`src/rtl/drtm_pkg.sv`:
```
// ----------------------------------------------------------------------------
// drtm_pkg
// shared types, codes and defaults of the descriptor ratio-test matcher
// ----------------------------------------------------------------------------
package drtm_pkg;

    localparam int DEF_MAX_POINTS = 64;
    localparam int DEF_DESC_LEN   = 64;
    localparam int DEF_ELEM_BITS  = 16;

    localparam int CFG_IDX_W  = 2;
    localparam int CFG_DATA_W = 16;
    localparam int COUNT_W    = 7;

    localparam logic [CFG_IDX_W-1:0] CFG_COUNT_FIRST  = 2'd0;
    localparam logic [CFG_IDX_W-1:0] CFG_COUNT_SECOND = 2'd1;
    localparam logic [CFG_IDX_W-1:0] CFG_THRESHOLD    = 2'd2;

    localparam logic [CFG_DATA_W-1:0] THR_RESET = 16'h8000;
    localparam int THR_SHIFT = 30;

    localparam logic KIND_LOAD = 1'b0;
    localparam logic KIND_RUN  = 1'b1;

    // ratio test 25*best < 16*second
    localparam int RATIO_BEST   = 25;
    localparam int RATIO_SECOND = 16;

    typedef enum logic [3:0] {
        S_IDLE,
        S_CLR,
        S_QSTART,
        S_TRD,
        S_TSTART,
        S_STREAM,
        S_DRAIN,
        S_UPDATE,
        S_DECIDE,
        S_T2,
        S_MLO,
        S_MHI,
        S_SUM,
        S_ERD,
        S_ECHK,
        S_FINAL
    } t_state;

    typedef struct packed {
        logic load;
        logic init;
        logic used_clr;
        logic used_rd;
        logic best_clear;
        logic acc_start;
        logic rd_en;
        logic cand_update;
        logic keep_try;
        logic mul_t2;
        logic mul_lo;
        logic mul_hi;
        logic sum;
        logic kept_rd;
        logic emit_chk;
        logic emit_final;
    } t_cmd;

    typedef struct packed {
        logic acc_busy;
        logic used_j;
        logic out_free;
        logic pass;
        logic pend_v;
    } t_stat;

endpackage

```
`src/rtl/drtm_ctrl.sv`:
```
// ----------------------------------------------------------------------------
// drtm_ctrl
// sequencer of the matcher: query, target and element loops, emission
// ----------------------------------------------------------------------------
module drtm_ctrl #(
    parameter int MAX_POINTS = drtm_pkg::DEF_MAX_POINTS,
    parameter int DESC_LEN   = drtm_pkg::DEF_DESC_LEN,
    localparam int PW = $clog2(MAX_POINTS),
    localparam int CW = $clog2(MAX_POINTS + 1),
    localparam int EW = (DESC_LEN > 1) ? $clog2(DESC_LEN) : 1
) (
    input  logic            i_clk,
    input  logic            i_rst_n,
    input  logic            i_valid,
    input  logic            i_kind,
    output logic            o_stall,
    input  drtm_pkg::t_stat i_stat,
    input  logic [CW-1:0]   i_qn,
    input  logic [CW-1:0]   i_tn,
    input  logic [CW-1:0]   i_kept_count,
    output drtm_pkg::t_cmd  o_cmd,
    output logic [PW-1:0]   o_qi,
    output logic [PW-1:0]   o_tj,
    output logic [EW-1:0]   o_elem,
    output logic [PW-1:0]   o_k
);

    import drtm_pkg::*;

    t_state r_state, n_state;
    logic [CW-1:0] r_i, n_i, r_j, n_j, r_k, n_k;
    logic [EW-1:0] r_e, n_e;
    logic w_accept;

    assign o_stall  = (r_state != S_IDLE);
    assign w_accept = i_valid && !o_stall;

    always_ff @(posedge i_clk) begin
        if (!i_rst_n) begin
            r_state <= S_IDLE;
            r_i     <= '0;
            r_j     <= '0;
            r_k     <= '0;
            r_e     <= '0;
        end else begin
            r_state <= n_state;
            r_i     <= n_i;
            r_j     <= n_j;
            r_k     <= n_k;
            r_e     <= n_e;
        end
    end

    always_comb begin
        n_state = r_state;
        n_i     = r_i;
        n_j     = r_j;
        n_k     = r_k;
        n_e     = r_e;
        o_cmd   = '0;
        unique case (r_state)
            S_IDLE: begin
                if (w_accept && i_kind == KIND_RUN) begin
                    o_cmd.init = 1'b1;
                    n_i        = '0;
                    n_j        = '0;
                    n_state    = S_CLR;
                end else if (w_accept) begin
                    o_cmd.load = 1'b1;
                end
            end
            // one used flag cleared per cycle
            S_CLR: begin
                o_cmd.used_clr = 1'b1;
                if (r_j == CW'(MAX_POINTS - 1)) begin
                    n_state = S_QSTART;
                end else begin
                    n_j = r_j + 1'b1;
                end
            end
            S_QSTART: begin
                if (r_i == i_qn) begin
                    n_state = S_T2;
                end else begin
                    o_cmd.best_clear = 1'b1;
                    n_j              = '0;
                    n_state          = S_TRD;
                end
            end
            S_TRD: begin
                if (r_j == i_tn) begin
                    n_state = S_DECIDE;
                end else begin
                    o_cmd.used_rd = 1'b1;
                    n_state       = S_TSTART;
                end
            end
            S_TSTART: begin
                if (i_stat.used_j) begin
                    n_j     = r_j + 1'b1;
                    n_state = S_TRD;
                end else begin
                    o_cmd.acc_start = 1'b1;
                    n_e             = '0;
                    n_state         = S_STREAM;
                end
            end
            S_STREAM: begin
                o_cmd.rd_en = 1'b1;
                if (r_e == EW'(DESC_LEN - 1)) begin
                    n_state = S_DRAIN;
                end else begin
                    n_e = r_e + 1'b1;
                end
            end
            S_DRAIN: begin
                if (!i_stat.acc_busy) begin
                    n_state = S_UPDATE;
                end
            end
            S_UPDATE: begin
                o_cmd.cand_update = 1'b1;
                n_j               = r_j + 1'b1;
                n_state           = S_TRD;
            end
            S_DECIDE: begin
                o_cmd.keep_try = 1'b1;
                n_i            = r_i + 1'b1;
                n_state        = S_QSTART;
            end
            S_T2: begin
                o_cmd.mul_t2 = 1'b1;
                n_state      = S_MLO;
            end
            S_MLO: begin
                o_cmd.mul_lo = 1'b1;
                n_state      = S_MHI;
            end
            S_MHI: begin
                o_cmd.mul_hi = 1'b1;
                n_state      = S_SUM;
            end
            S_SUM: begin
                o_cmd.sum = 1'b1;
                n_k       = '0;
                n_state   = S_ERD;
            end
            S_ERD: begin
                if (r_k == i_kept_count) begin
                    n_state = S_FINAL;
                end else begin
                    o_cmd.kept_rd = 1'b1;
                    n_state       = S_ECHK;
                end
            end
            S_ECHK: begin
                if (!i_stat.pass) begin
                    n_k     = r_k + 1'b1;
                    n_state = S_ERD;
                end else if (!i_stat.pend_v || i_stat.out_free) begin
                    o_cmd.emit_chk = 1'b1;
                    n_k            = r_k + 1'b1;
                    n_state        = S_ERD;
                end
            end
            S_FINAL: begin
                if (i_stat.out_free) begin
                    o_cmd.emit_final = 1'b1;
                    n_state          = S_IDLE;
                end
            end
            default: begin
                n_state = S_IDLE;
            end
        endcase
    end

    assign o_qi   = r_i[PW-1:0];
    assign o_tj   = r_j[PW-1:0];
    assign o_k    = r_k[PW-1:0];
    assign o_elem = r_e;

endmodule

```
`config.mk`:
```
export PLATFORM = sky130hd
export DESIGN_NAME = drtm_ctrl
export DESIGN_NICKNAME = d
export VERILOG_FILES = /design/src/rtl/drtm_pkg.sv /design/src/rtl/drtm_ctrl.sv
export SDC_FILE = /design/constraint.sdc
export NUM_CORES = 1
export LEC_CHECK = 0
export BUFFER_PORTS_ARGS = -buffer_cell sky130_fd_sc_hd__buf_2
export CAP_MARGIN = 25
export CORE_ASPECT_RATIO = 1.75
export CORE_MARGIN = 4
export CORE_UTILIZATION = 48
export DETAILED_ROUTE_END_ITERATION = 8
export GPL_ROUTABILITY_DRIVEN = 0
export PLACE_DENSITY_LB_ADDON = 0.1
export SLEW_MARGIN = 15
export SYNTH_ARGS = -nofsm -noshare
export SYNTH_HDL_FRONTEND = slang
export SYNTH_SLANG_ARGS = --single-unit
```
`constraint.sdc`:
```
create_clock -name i_clk -period 3.9 [get_ports i_clk]
set_input_delay 0.195 -clock i_clk [delete_from_list [all_inputs] [get_ports i_clk]]
set_output_delay 0.195 -clock i_clk [all_outputs]
set_load 0.02 [all_outputs]
```
==> flow_metrics.py <==
metrics = {
    "critical_path": {
        "critical_path_required_ns": 3.70,
        "cp-startpoint": "r_state[0]",
        "worstPathMaxFanout": 22,
        "crit_path_top_delay_cell": "dfxtp_1",
        "endpoint_kind": "primary output",
        "startpoint_type": "flop",
        "critical_path.top_delay_family": "flip-flops",
        "path_cells": "nand2_1 -> a2111oi_1 -> buf_2",
        "worstRegToRegCells": 5,
        "crit_arrival_ns": 2.27,
        "timing.rr.start": "r_state[1]",
        "reg2reg_slack_ns": 1.74,
        "path_class": "flop to primary output",
        "max_stage_delay_ns": 0.84,
        "cp.buffers_inverters": 1,
        "r2r_end": "r_j[3]",
    },
    "synthesis": {
        "netlist_top_cells_area": "dfxtp_1, xor2_1, buf_4",
        "synth.distinct_cells": 61,
        "synth_area_per_cell_um2": 7.99,
        "syn-cell-area_um2": 2250,
        "yosys.area.top_type": "dfxtp_1",
        "synth-edff-count": 0,
        "async_flop_share_pct": 0,
        "synth_seq_cells": 31,
        "ys_warn_count": 0,
        "synth_cells": 282,
        "synthesis.nets": 316,
        "synth_top_area_share_pct": 27.6,
        "ys.flop_type": "dfxtp_1",
        "ys_seq_area_share_pct": 27.6,
    },
    "place": {
        "io_buffers": 70,
        "place_hpwl_um": 4210,
        "pre_cts_ws_ns": 1.77,
        "place_area_um2": 2470,
    },
    "power_and_ir_drop": {
        "p_switching_mw": 0.444,
        "p_per_area_nw_per_um2": 426,
        "p_int_mw": 0.649,
        "irDropWorstVdd_mv": 0.359,
        "pwr-share-seq_pct": 37.8,
        "power_switching_share_pct": 40.6,
        "clkPwrFrac_pct": 25.7,
        "pwr-share-comb_pct": 36.4,
        "p_leak_nw": 1.14,
    },
    "finish": {
        "final_area_um2": 2570,
        "fin_nets": 363,
        "area_growth_pct": 14.1,
        "regArea_um2": 621,
        "final_common_cell": "buf_2",
        "antenna_cells": 0,
        "multi_input_comb_area_um2": 1400,
        "final_cell_mix": "buf_2, dfxtp_1, nor2_1",
        "drive_above_1_share_pct": 28.5,
        "fill_cells": 466,
    },
    "sta": {
        "period_minus_slack_ns": 2.46,
        "hold_viol": 0,
        "finClkSkew_ns": 0.00547,
        "min_period_over_period_pct": 63.2,
        "worst_pin_slew_ns": 0.791,
        "setup_viol": 0,
        "slew_viol_final": 0,
        "setup_slack_ns": 1.44,
        "maxSlewHeadroom_pct": 47.2,
        "max_freq_mhz": 406,
        "rsz0062_at_grt": "no",
        "tns_ns": 0,
    },
    "floorplan": {
        "start_util_pct": 50.2,
        "fp.coreArea_um2": 4480,
        "die-height_um": 98.6,
        "rows": 32,
        "die-area_um2": 5900,
        "fp.dieW_um": 59.8,
        "ios": 71,
    },
    "global_routing": {
        "grt_max_degree": 23,
        "grt_pass1_wl_um": 8890,
        "track_usage_pct": 18.9,
        "antenna_found_initial": 0,
        "grt_pass1_vias": 2002,
        "overflow": 0,
    },
    "clock_network": {
        "htreeDepth": 2,
        "cts_resized": 0,
        "numCtsBuffers": 5,
        "clockRootBuffer": "clkbuf_8",
        "cts_sinks": 31,
        "cts_tree": "yes",
        "insertion_delay_ns": 0.28,
        "clk_pin_slew_ns": 0.07,
        "hold_buffers": 0,
        "cts_buffer_depth": 2,
        "post_cts_buffers": 0,
    },
    "drt": {
        "firstDrtPassIters": 4,
        "routed_wl_um": 5390,
        "route.detailed.vias_per_inst": 5.67,
        "drt_iter0_drc": 40,
        "drcViolationCount": 0,
        "vias": 2159,
        "final_antenna_net_count": 0,
        "wire_per_inst_um": 14.1,
    },
    "worst_hold_path": {
        "min_to": "r_k[0]",
        "min_path_cells": 4,
        "hp-class": "primary input to flop",
        "hp-start": "i_stat[1]",
    },
    "status": {
        "status": "finished clean",
    },
    "flow_run": {
        "maxCapViolations": 0,
    },
}
metrics by stage:
stage               hold WS, ns  cells  utilization (%)  power, mW
floorplan                 0.459    282                -      0.718
global placement          0.488    373             55.1      0.818
detailed placement        0.495    373             55.1      0.817
CTS                       0.313    381             57.3       1.10
global route              0.337    381             57.3       1.17
finish                    0.312    381             57.3       1.09
tightest hold or removal path, stage by stage:
cell and delay, ns:
buf_2 0.11, a211oi_4 0.08, xnor2_1 0.13, nor2_1 0.03
worst max-delay path by stage:
| stage | slack [ns] | endpoint | cells after the start |
|---|---|---|---|
| after floorplan | 1.80 | r_state[2] | 5 |
| after global placement | 1.81 | o_cmd[12] | 3 |
| after detailed placement | 1.77 | o_cmd[12] | 3 |
| after CTS | 1.44 | o_cmd[12] | 3 |
| after global routing | 1.24 | o_cmd[12] | 3 |
| final | 1.44 | o_cmd[12] | 3 |
Yosys cell counts, drive strengths merged, types with 8 or more instances:
cell and number:
xor2 21, o21ai 11, buf 27, a21oi 12, dfxtp 31, nand3 19
nor2 29, xnor2 11, inv 8, nand2 28
cells by family after synthesis:
| group | synth area share [%] |
|---|---|
| adders and majority gates | 2.22 |
| xor gates and xnor gates | 12.4 |
| and+or+nand+nor | 26.8 |
| AOI/OAI and AO/OA | 19.9 |
| buffers and inverters | 10.1 |
| DFF | 27.6 |
| muxes | 0.944 |
flip-flops by register name, summed over array words and instances, names as in the netlist:
name,flops
r_k,7
r_j,7
r_i,7
r_state,4
o_elem,6
cell type report:
cell class | instances | share of cell area [%]
tap | 51 | 2.48
inverter | 8 | 1.17
clock buffer | 8 | 3.90
sequential | 31 | 24.2
multi-input combinational | 213 | 54.7
timing repair buffer | 70 | 13.6
power by group through the flow:
| stage | registers [mW] | clock network [mW] | logic, mW |
|---|---|---|---|
| 3_5_place_dp | 0.419 | 0 | 0.398 |
| 3_3_place_gp | 0.418 | 0 | 0.400 |
| 5_1_grt | 0.424 | 0.300 | 0.448 |
| 2_1_floorplan | 0.354 | 0 | 0.364 |
| 6_report | 0.414 | 0.281 | 0.398 |
| 4_1_cts | 0.412 | 0.287 | 0.400 |
per-layer routing:
layer | global-route usage, % | vias up | part of all wire (%)
li1 | - | 1078 | -
met1 | 21.7 | 996 | 40
met2 | 33.3 | 77 | 52
met3 | 3.28 | 8 | 6.2
met4 | 7.00 | 0 | 1.8
met5 | 0 | - | 0
No activity file was read; power rests on OpenSTA's default activity.
